$ cat src/rtl/core/htmb_pkg.sv
// htmb_pkg: shared types and constants for the hex text markup to bytes core
// no dependencies; imported by htmb_decode, the top level and the checker
package htmb_pkg;

  // width of the internal saturating byte counter
  localparam int unsigned CountWidth = 32;
  // width of the byte count field on the result stream
  localparam int unsigned CountOutWidth = 32;

  localparam int unsigned CharWidth = 8;
  localparam int unsigned NibbleWidth = 4;
  localparam int unsigned StatusWidth = 3;
  // result tdata: data_byte then byte_count
  localparam int unsigned OutDataWidth = CharWidth + CountOutWidth;

  // parser modes, one-hot
  typedef enum logic [6:0] {
    MODE_IDLE     = 7'b000_0001,
    MODE_COMMENT  = 7'b000_0010,
    MODE_HEX2     = 7'b000_0100,
    MODE_STRING   = 7'b000_1000,
    MODE_STR_ESC  = 7'b001_0000,
    MODE_BARE_ESC = 7'b010_0000,
    MODE_HALTED   = 7'b100_0000
  } mode_e;

  // result status codes
  typedef enum logic [StatusWidth-1:0] {
    ST_BYTE    = 3'd0,
    ST_FINISH  = 3'd1,
    ST_BAD_HEX = 3'd2,
    ST_BAD_ESC = 3'd3,
    ST_UNKNOWN = 3'd4
  } status_e;

  // what the decoder makes of one character
  typedef struct packed {
    mode_e                  mode_next;
    logic [NibbleWidth-1:0] nibble_next;
    logic                   emit;
    logic                   count_inc;
    status_e                status;
    logic [CharWidth-1:0]   data;
  } step_t;

  // counter as seen on the result: clamped to the output field
  function automatic logic [CountOutWidth-1:0] clamp_count(
    input logic [CountWidth-1:0] cnt
  );
    logic [CountWidth+CountOutWidth-1:0] wide;
    wide = {{CountOutWidth{1'b0}}, cnt};
    if (wide[CountWidth+CountOutWidth-1:CountOutWidth] != '0) begin
      return '1;
    end
    return wide[CountOutWidth-1:0];
  endfunction

endpackage

$ cat src/rtl/core/htmb_decode.sv
// htmb_decode: per-character parse step, pure combinational
// depends on htmb_pkg for mode, status and step types
module htmb_decode
  import htmb_pkg::*;
(
  input  mode_e                  mode_i,
  input  logic [NibbleWidth-1:0] nibble_i,
  input  logic [CharWidth-1:0]   char_i,
  input  logic                   end_i,
  output step_t                  step_o
);

  localparam logic [CharWidth-1:0] ChLf        = 8'h0A;
  localparam logic [CharWidth-1:0] ChCr        = 8'h0D;
  localparam logic [CharWidth-1:0] ChTab       = 8'h09;
  localparam logic [CharWidth-1:0] ChSpace     = 8'h20;
  localparam logic [CharWidth-1:0] ChColon     = 8'h3A;
  localparam logic [CharWidth-1:0] ChDash      = 8'h2D;
  localparam logic [CharWidth-1:0] ChHash      = 8'h23;
  localparam logic [CharWidth-1:0] ChQuote     = 8'h22;
  localparam logic [CharWidth-1:0] ChBackslash = 8'h5C;

  // hex digit value, bit 4 flags a valid digit
  function automatic logic [NibbleWidth:0] nibble_of(input logic [CharWidth-1:0] ch);
    logic [CharWidth-1:0] lc;
    logic [CharWidth-1:0] diff;
    lc = ch | 8'h20;
    nibble_of = '0;
    if (ch >= 8'h30 && ch <= 8'h39) begin
      diff = ch - 8'h30;
      nibble_of = {1'b1, diff[NibbleWidth-1:0]};
    end else if (lc >= 8'h61 && lc <= 8'h66) begin
      diff = lc - 8'h57;
      nibble_of = {1'b1, diff[NibbleWidth-1:0]};
    end
  endfunction

  // escape byte, bit 8 flags a known escape
  function automatic logic [CharWidth:0] escape_of(input logic [CharWidth-1:0] ch);
    case (ch)
      8'h30:   escape_of = {1'b1, 8'h00};
      8'h61:   escape_of = {1'b1, 8'h07};
      8'h62:   escape_of = {1'b1, 8'h08};
      8'h66:   escape_of = {1'b1, 8'h0C};
      8'h6E:   escape_of = {1'b1, 8'h0A};
      8'h72:   escape_of = {1'b1, 8'h0D};
      8'h74:   escape_of = {1'b1, 8'h09};
      8'h76:   escape_of = {1'b1, 8'h0B};
      8'h5C:   escape_of = {1'b1, 8'h5C};
      8'h27:   escape_of = {1'b1, 8'h27};
      8'h22:   escape_of = {1'b1, 8'h22};
      8'h3F:   escape_of = {1'b1, 8'h3F};
      default: escape_of = '0;
    endcase
  endfunction

  logic [NibbleWidth:0] nib;
  logic [CharWidth:0]   esc;
  logic                 skip_ch;

  assign nib = nibble_of(char_i);
  assign esc = escape_of(char_i);
  assign skip_ch = (char_i == ChSpace) || (char_i >= ChTab && char_i <= ChCr)
                 || (char_i == ChColon) || (char_i == ChDash);

  // top-level character classes, shared by idle mode and the default branch
  function automatic step_t idle_step(input step_t base);
    step_t s;
    s = base;
    s.mode_next = MODE_IDLE;
    if (skip_ch) begin
      s.mode_next = MODE_IDLE;
    end else if (char_i == ChHash) begin
      s.mode_next = MODE_COMMENT;
    end else if (nib[NibbleWidth]) begin
      s.nibble_next = nib[NibbleWidth-1:0];
      s.mode_next   = MODE_HEX2;
    end else if (char_i == ChQuote) begin
      s.mode_next = MODE_STRING;
    end else if (char_i == ChBackslash) begin
      s.mode_next = MODE_BARE_ESC;
    end else begin
      s.mode_next = MODE_HALTED;
      s.emit      = 1'b1;
      s.status    = ST_UNKNOWN;
    end
    return s;
  endfunction

  always_comb begin
    step_t s;
    s.mode_next   = mode_i;
    s.nibble_next = nibble_i;
    s.emit        = 1'b0;
    s.count_inc   = 1'b0;
    s.status      = ST_BYTE;
    s.data        = '0;

    if (mode_i == MODE_HALTED) begin
      s.mode_next = MODE_HALTED;
    end else if (end_i) begin
      s.mode_next = MODE_HALTED;
      s.emit      = 1'b1;
      if (mode_i == MODE_HEX2) begin
        s.status = ST_BAD_HEX;
      end else if (mode_i == MODE_STR_ESC) begin
        s.status = ST_BAD_ESC;
      end else begin
        s.status = ST_FINISH;
      end
    end else begin
      case (mode_i)
        MODE_IDLE: begin
          s = idle_step(s);
        end
        MODE_COMMENT: begin
          if (char_i == ChLf || char_i == ChCr) begin
            s.mode_next = MODE_IDLE;
          end
        end
        MODE_HEX2: begin
          s.emit = 1'b1;
          if (nib[NibbleWidth]) begin
            s.mode_next = MODE_IDLE;
            s.count_inc = 1'b1;
            s.data      = {nibble_i, nib[NibbleWidth-1:0]};
          end else begin
            s.mode_next = MODE_HALTED;
            s.status    = ST_BAD_HEX;
          end
        end
        MODE_STRING: begin
          if (char_i == ChQuote) begin
            s.mode_next = MODE_IDLE;
          end else if (char_i == ChBackslash) begin
            s.mode_next = MODE_STR_ESC;
          end else begin
            s.emit      = 1'b1;
            s.count_inc = 1'b1;
            s.data      = char_i;
          end
        end
        MODE_STR_ESC, MODE_BARE_ESC: begin
          s.emit = 1'b1;
          if (esc[CharWidth]) begin
            s.mode_next = (mode_i == MODE_STR_ESC) ? MODE_STRING : MODE_IDLE;
            s.count_inc = 1'b1;
            s.data      = esc[CharWidth-1:0];
          end else begin
            s.mode_next = MODE_HALTED;
            s.status    = ST_BAD_ESC;
          end
        end
        default: begin
          s = idle_step(s);
        end
      endcase
    end
    step_o = s;
  end

endmodule

$ cat src/rtl/core/hex_text_markup_to_bytes_core.sv
// hex_text_markup_to_bytes_core: top level of the text markup to bytes converter
// depends on htmb_pkg and htmb_decode
//
//  channel   | dir | tdata                           | tlast       | tuser
//  ----------+-----+---------------------------------+-------------+--------
//  s_axis    | in  | [7:0] text_char                 | end_of_text | -
//  m_axis    | out | [7:0] data_byte, [39:8] count   | -           | status
//
// one character per cycle unless the output stalls: a transaction lands in
// the input register, the decoder works on it in the next cycle and any result
// goes to the output register; the input register drains only when the output
// register is free or being taken, so a stalled result holds back at most one
// further character
// reset returns the parser to idle with a zero count; after a finish or error
// result the block drops every further character until reset
module hex_text_markup_to_bytes_core
  import htmb_pkg::*;
(
  input  logic                    clk_i,
  input  logic                    rst_ni,
  input  logic                    s_axis_tvalid_i,
  output logic                    s_axis_tready_o,
  input  logic [CharWidth-1:0]    s_axis_tdata_i,   // [7:0] text_char
  input  logic                    s_axis_tlast_i,   // end_of_text
  output logic                    m_axis_tvalid_o,
  input  logic                    m_axis_tready_i,
  output logic [OutDataWidth-1:0] m_axis_tdata_o,   // [7:0] data_byte, [39:8] byte_count
  output logic [StatusWidth-1:0]  m_axis_tuser_o    // [2:0] status
);

  // input register
  logic                 in_valid_q, in_valid_d;
  logic [CharWidth-1:0] in_char_q;
  logic                 in_end_q;

  // parser state
  mode_e                  mode_q, mode_d;
  logic [NibbleWidth-1:0] nibble_q, nibble_d;
  logic [CountWidth-1:0]  count_q, count_d;

  // output register
  logic                    out_valid_q, out_valid_d;
  logic [OutDataWidth-1:0] out_data_q;
  status_e                 out_status_q;

  step_t step;
  logic  out_free;
  logic  advance;
  logic  in_take;

  htmb_decode u_decode (
    .mode_i   (mode_q),
    .nibble_i (nibble_q),
    .char_i   (in_char_q),
    .end_i    (in_end_q),
    .step_o   (step)
  );

  // the held character moves on when its possible result has a place to go
  assign out_free = !out_valid_q || m_axis_tready_i;
  assign advance  = in_valid_q && out_free;
  assign s_axis_tready_o = !in_valid_q || advance;
  assign in_take  = s_axis_tvalid_i && s_axis_tready_o;

  always_comb begin
    in_valid_d = in_take ? 1'b1 : (advance ? 1'b0 : in_valid_q);
    mode_d     = advance ? step.mode_next : mode_q;
    nibble_d   = advance ? step.nibble_next : nibble_q;
    // saturating count, including the byte of this result
    count_d    = count_q;
    if (advance && step.count_inc && count_q != '1) begin
      count_d = count_q + 1'b1;
    end
    out_valid_d = out_free ? (advance && step.emit) : out_valid_q;
  end

  always_ff @(posedge clk_i or negedge rst_ni) begin
    if (!rst_ni) begin
      in_valid_q  <= 1'b0;
      mode_q      <= MODE_IDLE;
      nibble_q    <= '0;
      count_q     <= '0;
      out_valid_q <= 1'b0;
    end else begin
      in_valid_q  <= in_valid_d;
      mode_q      <= mode_d;
      nibble_q    <= nibble_d;
      count_q     <= count_d;
      out_valid_q <= out_valid_d;
    end
  end

  // payload registers, no reset
  always_ff @(posedge clk_i) begin
    if (in_take) begin
      in_char_q <= s_axis_tdata_i;
      in_end_q  <= s_axis_tlast_i;
    end
    if (advance && step.emit) begin
      out_data_q   <= {clamp_count(count_d), step.data};
      out_status_q <= step.status;
    end
  end

  assign m_axis_tvalid_o = out_valid_q;
  assign m_axis_tdata_o  = out_data_q;
  assign m_axis_tuser_o  = out_status_q;

endmodule

$ cat config.mk
export PLATFORM = sky130hd
export DESIGN_NAME = hex_text_markup_to_bytes_core
export DESIGN_NICKNAME = d
export VERILOG_FILES = /design/src/rtl/core/htmb_pkg.sv /design/src/rtl/core/htmb_decode.sv /design/src/rtl/core/hex_text_markup_to_bytes_core.sv
export SDC_FILE = /design/constraint.sdc
export NUM_CORES = 1
export LEC_CHECK = 0
export BUFFER_PORTS_ARGS = -buffer_cell sky130_fd_sc_hd__buf_2
export CAP_MARGIN = 20
export CORE_MARGIN = 4
export CORE_UTILIZATION = 45
export DETAILED_ROUTE_END_ITERATION = 6
export SKIP_CTS_REPAIR_TIMING = 1
export SKIP_LAST_GASP = 1
export SLEW_MARGIN = 10
export SYNTH_ARGS = -nofsm -noshare
export SYNTH_HDL_FRONTEND = slang
export SYNTH_HIERARCHICAL = 1
export SYNTH_SLANG_ARGS = --single-unit
$ cat constraint.sdc
create_clock -name clk_i -period 4.3 [get_ports clk_i]
set_clock_uncertainty 0.2 [all_clocks]
set_input_delay 0.645 -clock clk_i [delete_from_list [all_inputs] [get_ports clk_i]]
set_output_delay 0.645 -clock clk_i [all_outputs]
set_load 0.05 [all_outputs]
==> results.py, run 1 <==
metrics = {
    "place": {
        "dpl_worst_slack_ps": 492.8,
        "dp_hpwl_microns": 8158,
        "portBuffers": 57,
        "routabilityCongestion": 0.8772,
    },
    "critical_path": {
        "crit_type": "register to register",
        "start_kind": "register",
        "required_ps": 4230,
        "worstPathCellList": "inv_1 > ha_1 > nor3b_1 > nor4b_2 > o21ai_2 > nor2_8 > nor3_1 > nor2_1 > nand4_2 > nor2_1 > o2111ai_1 > xnor2_1",
        "cp.arrival_ps": 3760,
        "path_delay_family": "simple AND/OR/NAND/NOR gates",
        "r2r_slack_ps": 470,
        "path_buf_inv": 1,
        "endpoint_kind": "register",
        "cp_common_cell": "nor2_1",
        "slowest_stage": "edfxtp_1",
        "cp_max_fo": 8,
        "max_stage_delay_ps": 530,
    },
    "die": {
        "io_pins": 58,
        "start_util": 0.4697,
        "die_w_microns": 112.7,
        "core_sq_mm": 0.01051,
        "dieArea_sq_mm": 0.01271,
        "die_y_microns": 112.7,
        "rows": 37,
    },
    "route": {
        "routed_wl_microns": 11370,
        "drc": 0,
        "first_pass_iters": 5,
        "drtAntennaViolNets": 0,
        "via_count": 3535,
        "dr.first_iter.drc_count": 248,
        "wl_per_cell_microns": 18.40,
        "vias_per_cell": 5.720,
    },
    "logic_synthesis": {
        "syn_area_sq_mm": 0.004936,
        "synth_cells": 413,
        "ys_ff_latch": 97,
        "ys.flop_type": "edfxtp_1",
        "syn-num-nets": 433,
        "synth_cell_type_count": 76,
        "synth_area_leader_cell": "edfxtp_1",
        "ys_top_cells_by_area": "edfxtp_1 32%, dfrtp_1 22%, xnor2_1 5.3%, mux2_2 2.7%, nand2_1 2.6%",
        "seq_area_frac_synth": 0.5447,
        "synth_edf_count": 52,
        "yosys_warnings": 6,
        "synth_top_cell_area_share": 0.3163,
        "synth.avg_cell_area_sq_um": 11.95,
        "synthArstFlopShare": 0.4639,
    },
    "cts": {
        "cts_buffers": 9,
        "clock-root-buffer": "clkbuf_8",
        "path_clk_slew_ps": 100,
        "cts_sinks": 97,
        "clockBufferDepth": 2,
        "clk_latency_ps": 370,
        "cts_tree": "done",
        "cts-htree-levels": 3,
    },
    "final_layout": {
        "num_antenna_cells": 0,
        "seq_area_sq_mm": 0.002689,
        "multiInputGateArea_sq_mm": 0.002135,
        "fillCellCount": 889,
        "most-common-layout-cells": "57 x buf_2, 52 x edfxtp_1, 44 x dfrtp_1, 34 x nand2_1, 30 x xnor2_1",
        "drive_gt1_frac": 0.2573,
        "syn2layout_area_growth_pct": 14.20,
        "layout_commonest_cell": "buf_2",
        "finalNetCount": 497,
        "postLayoutCoreUtil": 0.5364,
    },
    "timing": {
        "setup_tns_ps": 0,
        "finalHoldViolCount": 0,
        "slew_violations": 0,
        "rsz0062_at_grt": "false",
        "finalSetupViolations": 0,
        "period_share": 0.8901,
        "setup_slack_ps": 472.5,
        "fin_crit_ps": 3828,
        "max_slew.worst_pin.slew_ps": 692.1,
        "fmax_mhz": 261.3,
        "maxSlewHeadroom": 0.5348,
    },
    "hold_path": {
        "hp-class": "input pin to asynchronous set/reset pin",
    },
    "global_routing": {
        "grt_max_degree": 46,
        "grt_pass1_vias": 3550,
        "grt_first_pass_wirelength_microns": 18290,
        "grt_antenna_before_repair": 0,
        "gr-total-overflow": 0,
        "grtUsageTotal": 0.1834,
    },
    "flow_run": {
        "max-cap-violations": 0,
    },
    "pwr": {
        "peakVddDrop_mv": 0.2562,
        "leakagePower_nw": 2.370,
        "power.density_mw_per_mm2": 313.4,
    },
    "status": {
        "status": "complete, no violations",
    },
}
## report_power, final
group	internal (mW)	leakage [nW]	total, mW	switching, mW
Sequential	0.986	1.15	1.01	0.0188
Combinational	0.0361	1.11	0.0799	0.0439
Clock	0.335	0.112	0.681	0.347
## kinds of logic after synthesis
family | share of synthesized area
AO/OA/AOI/OAI | 0.09861
multiplexers | 0.03169
buffers and inverters | 0.02281
flip-flops | 0.5447
adder cells (fa/ha/maj) | 0.01774
XOR/XNOR | 0.06033
AND/OR/NAND/NOR | 0.2241
## per-stage QoR
step / area (sq um) / std cells / power (mW) / hold slack (ps)
after global placement: 5384 / 601 / 1.101 / 293.3
after detailed placement: 5384 / 601 / 1.101 / 291.3
after CTS: 5609 / 617 / 1.785 / 218.1
after global routing: 5637 / 618 / 1.840 / 62.83
final: 5637 / 618 / 1.767 / 48.95
after floorplan: 4936 / 413 / 1.069 / 149.4
## registers in the layout, indices dropped and copies added (netlist names), 3 cells and up
name / count
m_axis_tdata_o: 40
count_q: 32
in_char_q: 8
mode_q: 7
nibble_q: 4
m_axis_tuser_o: 3
## final cells by class
class                           instances  area share
Timing Repair Buffer                   67     0.06748
Clock inverter                          7     0.01798
Inverter                               10    0.006659
Multi-Input combinational cell        292      0.3787
Clock buffer                            9     0.02198
Sequential cell                        97      0.4770
Tap cell                              136     0.03019
## cell usage after synthesis, types with 2 or more instances
master      n
o21bai_1    2
buf_6       2
buf_2       6
nor3_1      7
a2bb2oi_1   2
xor2_1      4
a31oi_1     2
or2_2       2
nand3b_1    5
xnor2_1    30
nand2_1    34
nand2b_1    9
nor4b_2     2
a221oi_1    2
buf_1       3
nor4b_1     2
nor2_1     17
nand4_1    14
inv_1      10
and2_1      6
dfrtp_1    44
nand4_2     4
mux2_2     12
o211ai_1    2
a21boi_0    2
o2111ai_1   2
a21oi_1    13
edfxtp_1   52
and4_1      3
nor2b_1     5
a22oi_1     7
and4b_1     2
o21ai_0    12
nor3b_1     3
nor4_1      6
o32ai_1     3
and3_1      8
or3_1       2
ha_1        7
clkbuf_1    3
nand3_1    25
## worst paths after layout
check                      cells past startpoint                           end                   start
setup / recovery                              12  m_axis_tdata_o[30]$_DFFE_PP_  in_char_q[0]$_DFFE_PP_
hold / removal                                 1         count_q[16]$_DFF_PN0_                  rst_ni
setup reg to reg                              12  m_axis_tdata_o[30]$_DFFE_PP_  in_char_q[0]$_DFFE_PP_
hold reg to reg                                1         count_q[30]$_DFF_PN0_   count_q[30]$_DFF_PN0_
max in group asynchronous                      2          count_q[2]$_DFF_PN0_                  rst_ni
min in group clk_i                             1        in_char_q[4]$_DFFE_PP_       s_axis_tdata_i[4]
## per-layer routing
layer / share of wire / track usage / up-vias
met3: 0.059 / 0.04332 / 25
met2: 0.46 / 0.2844 / 136
met1: 0.45 / 0.2470 / 1680
met5: 0 / 0 / -
met4: 0.028 / 0.07933 / 0
li1: - / - / 1694
No activity file was read; power rests on OpenSTA's default activity.
==> inputs of run 2 (changes only) <==
--- a/config.mk
+++ b/config.mk
@@ -7,12 +7,15 @@
 export LEC_CHECK = 0
 export BUFFER_PORTS_ARGS = -buffer_cell sky130_fd_sc_hd__buf_2
 export CAP_MARGIN = 20
+export CELL_PAD_IN_SITES_DETAIL_PLACEMENT = 1
+export CELL_PAD_IN_SITES_GLOBAL_PLACEMENT = 1
 export CORE_MARGIN = 4
 export CORE_UTILIZATION = 45
 export DETAILED_ROUTE_END_ITERATION = 6
+export PLACE_DENSITY_LB_ADDON = 0.1
 export SKIP_CTS_REPAIR_TIMING = 1
 export SKIP_LAST_GASP = 1
-export SLEW_MARGIN = 10
+export SLEW_MARGIN = 20
 export SYNTH_ARGS = -nofsm -noshare
 export SYNTH_HDL_FRONTEND = slang
 export SYNTH_HIERARCHICAL = 1
==> constraint.sdc (replaced) <==
create_clock -name clk_i -period 4.21 [get_ports clk_i]
set_clock_uncertainty 0.2 [all_clocks]
set_input_delay 0.6315 -clock clk_i [delete_from_list [all_inputs] [get_ports clk_i]]
set_output_delay 0.6315 -clock clk_i [all_outputs]
set_load 0.05 [all_outputs]
==> results.py, run 2 (synthesis results as in run 1) <==
metrics = {
    "route": {
        "drtAntennaViolNets": 0,
        "drc": 0,
        "routed_wl_microns": 12200,
        "first_pass_iters": 5,
        "vias_per_cell": 5.834,
        "via_count": 3588,
        "wl_per_cell_microns": 19.84,
        "dr.first_iter.drc_count": 135,
    },
    "global_routing": {
        "grt_first_pass_wirelength_microns": 20640,
        "grt_antenna_before_repair": 0,
        "grt_pass1_vias": 3853,
        "grt_max_degree": 46,
        "top_usage_layer": "met2",
        "grtUsageTotal": 0.2054,
        "use_met1": 0.2892,
        "gr-usage-met3": 0.03690,
        "grt_util_met2": 0.3258,
        "gr-total-overflow": 0,
    },
    "pwr": {
        "leakagePower_nw": 2.332,
        "power.density_mw_per_mm2": 310.1,
        "peakVddDrop_mv": 0.1920,
        "p_total_mw": 1.725,
    },
    "critical_path": {
        "cp.arrival_ps": 3630,
        "required_ps": 4130,
        "worstReg2RegEnd": "m_axis_tdata_o[23]$_DFFE_PP_",
        "cp-endpoint": "m_axis_tdata_o[23]$_DFFE_PP_",
        "start_kind": "register",
        "rr_startpoint": "in_char_q[0]$_DFFE_PP_",
        "cp_max_fo": 12,
        "cp-startpoint": "in_char_q[0]$_DFFE_PP_",
        "r2r_slack_ps": 500,
        "crit_type": "register to register",
        "slowest_stage": "edfxtp_1",
        "max_stage_delay_ps": 520,
        "endpoint_kind": "register",
        "r2r.worst_path.cells": 13,
        "worstPathCellList": "inv_1 > ha_1 > nor3b_1 > nor4b_2 > o21ai_2 > nor2_8 > nor3_1 > nor2_1 > nand4_2 > a311oi_4 > buf_4 > nand4_1 > xnor2_1",
    },
    "die": {
        "start_util": 0.4697,
        "die_y_microns": 112.7,
        "rows": 37,
        "core_sq_mm": 0.01051,
        "die_w_microns": 112.7,
        "io_pins": 58,
        "dieArea_sq_mm": 0.01271,
    },
    "cts": {
        "clock-root-buffer": "clkbuf_8",
        "clk_latency_ps": 370,
        "cts_sinks": 97,
        "path_clk_slew_ps": 90,
        "cts_tree": "done",
        "clockBufferDepth": 2,
        "cts-htree-levels": 3,
        "cts_buffers": 9,
    },
    "timing": {
        "max_slew.worst_pin.slew_ps": 769.2,
        "slew_violations": 0,
        "fmax_mhz": 269.7,
        "finalSetupViolations": 0,
        "finalHoldViolCount": 0,
        "maxSlewHeadroom": 0.4872,
        "fin_crit_ps": 3708,
        "period_share": 0.8808,
        "setup_tns_ps": 0,
        "rsz0062_at_grt": "false",
        "setup_slack_ps": 501.8,
    },
    "place": {
        "routabilityCongestion": 0.9626,
        "dp_hpwl_microns": 8990,
        "dpl_worst_slack_ps": 499.6,
        "portBuffers": 57,
        "postPlaceCellArea_sq_mm": 0.005369,
    },
    "final_layout": {
        "num_antenna_cells": 0,
        "layout_commonest_cell": "buf_2",
        "fillCellCount": 1151,
        "final_area_sq_mm": 0.005564,
        "most-common-layout-cells": "56 x buf_2, 52 x edfxtp_1, 44 x dfrtp_1, 34 x nand2_1, 30 x xnor2_1",
        "largest_reg_flops": 40,
        "syn2layout_area_growth_pct": 12.73,
        "drive_gt1_frac": 0.2505,
        "multiInputGateArea_sq_mm": 0.002135,
        "seq_area_sq_mm": 0.002689,
        "finalNetCount": 494,
    },
    "flow_run": {
        "max-cap-violations": 0,
    },
    "status": {
        "status": "complete, no violations",
    },
    "hold_path": {
        "hp-class": "input pin to asynchronous set/reset pin",
    },
}
[run 2: power breakdown]
part	switching (mW)	internal [mW]	total (mW)
clock network	0.338	0.278	0.616
logic	0.0453	0.0343	0.0797
registers	0.0226	1.01	1.03
[run 2: critical path, delay by kind of cell, from the launching register on]
family          cells  cell delay, ps
flops               1             520
xor+xnor            1             160
compound gates      2             450
simple gates        7            1460
buf+inv             2             390
fa+ha+maj           1             270
[run 2: metal layers]
layer,routed length (microns),up-vias
met4,162,0
met3,535,12
met5,0,-
met1,5702,1806
li1,-,1677
met2,5804,93
[run 2: area by class of cell]
type,count,share of cell area
well taps,136,0.03058
repair buffers,64,0.06116
multi-input cells,292,0.3836
inverters,10,0.006746
clock buffers,10,0.02294
flip-flops and latches,97,0.4832
clock inverters,6,0.01169
[run 2: worst min-delay path by stage]
| stage | to | slack [ps] | cells after the start |
|---|---|---|---|
| 2_1_floorplan | count_q[0]$_DFF_PN0_ | 140 | 0 |
| 3_3_place_gp | count_q[31]$_DFF_PN0_ | 280 | 1 |
| 3_5_place_dp | count_q[31]$_DFF_PN0_ | 290 | 1 |
| 4_1_cts | in_char_q[6]$_DFFE_PP_ | 210 | 1 |
| 5_1_grt | count_q[14]$_DFF_PN0_ | 80 | 1 |
| 6_report | count_q[13]$_DFF_PN0_ | 50 | 1 |
[run 2: per-stage QoR]
step / utilization / instances / hold WS [ps]
finish: 0.5295 / 615 / 53.15
global route: 0.5295 / 615 / 77.95
CTS: 0.5292 / 615 / 211.9
detailed placement: 0.5109 / 599 / 292.7
global placement: 0.5109 / 599 / 279.6
floorplan: - / 413 / 135.9
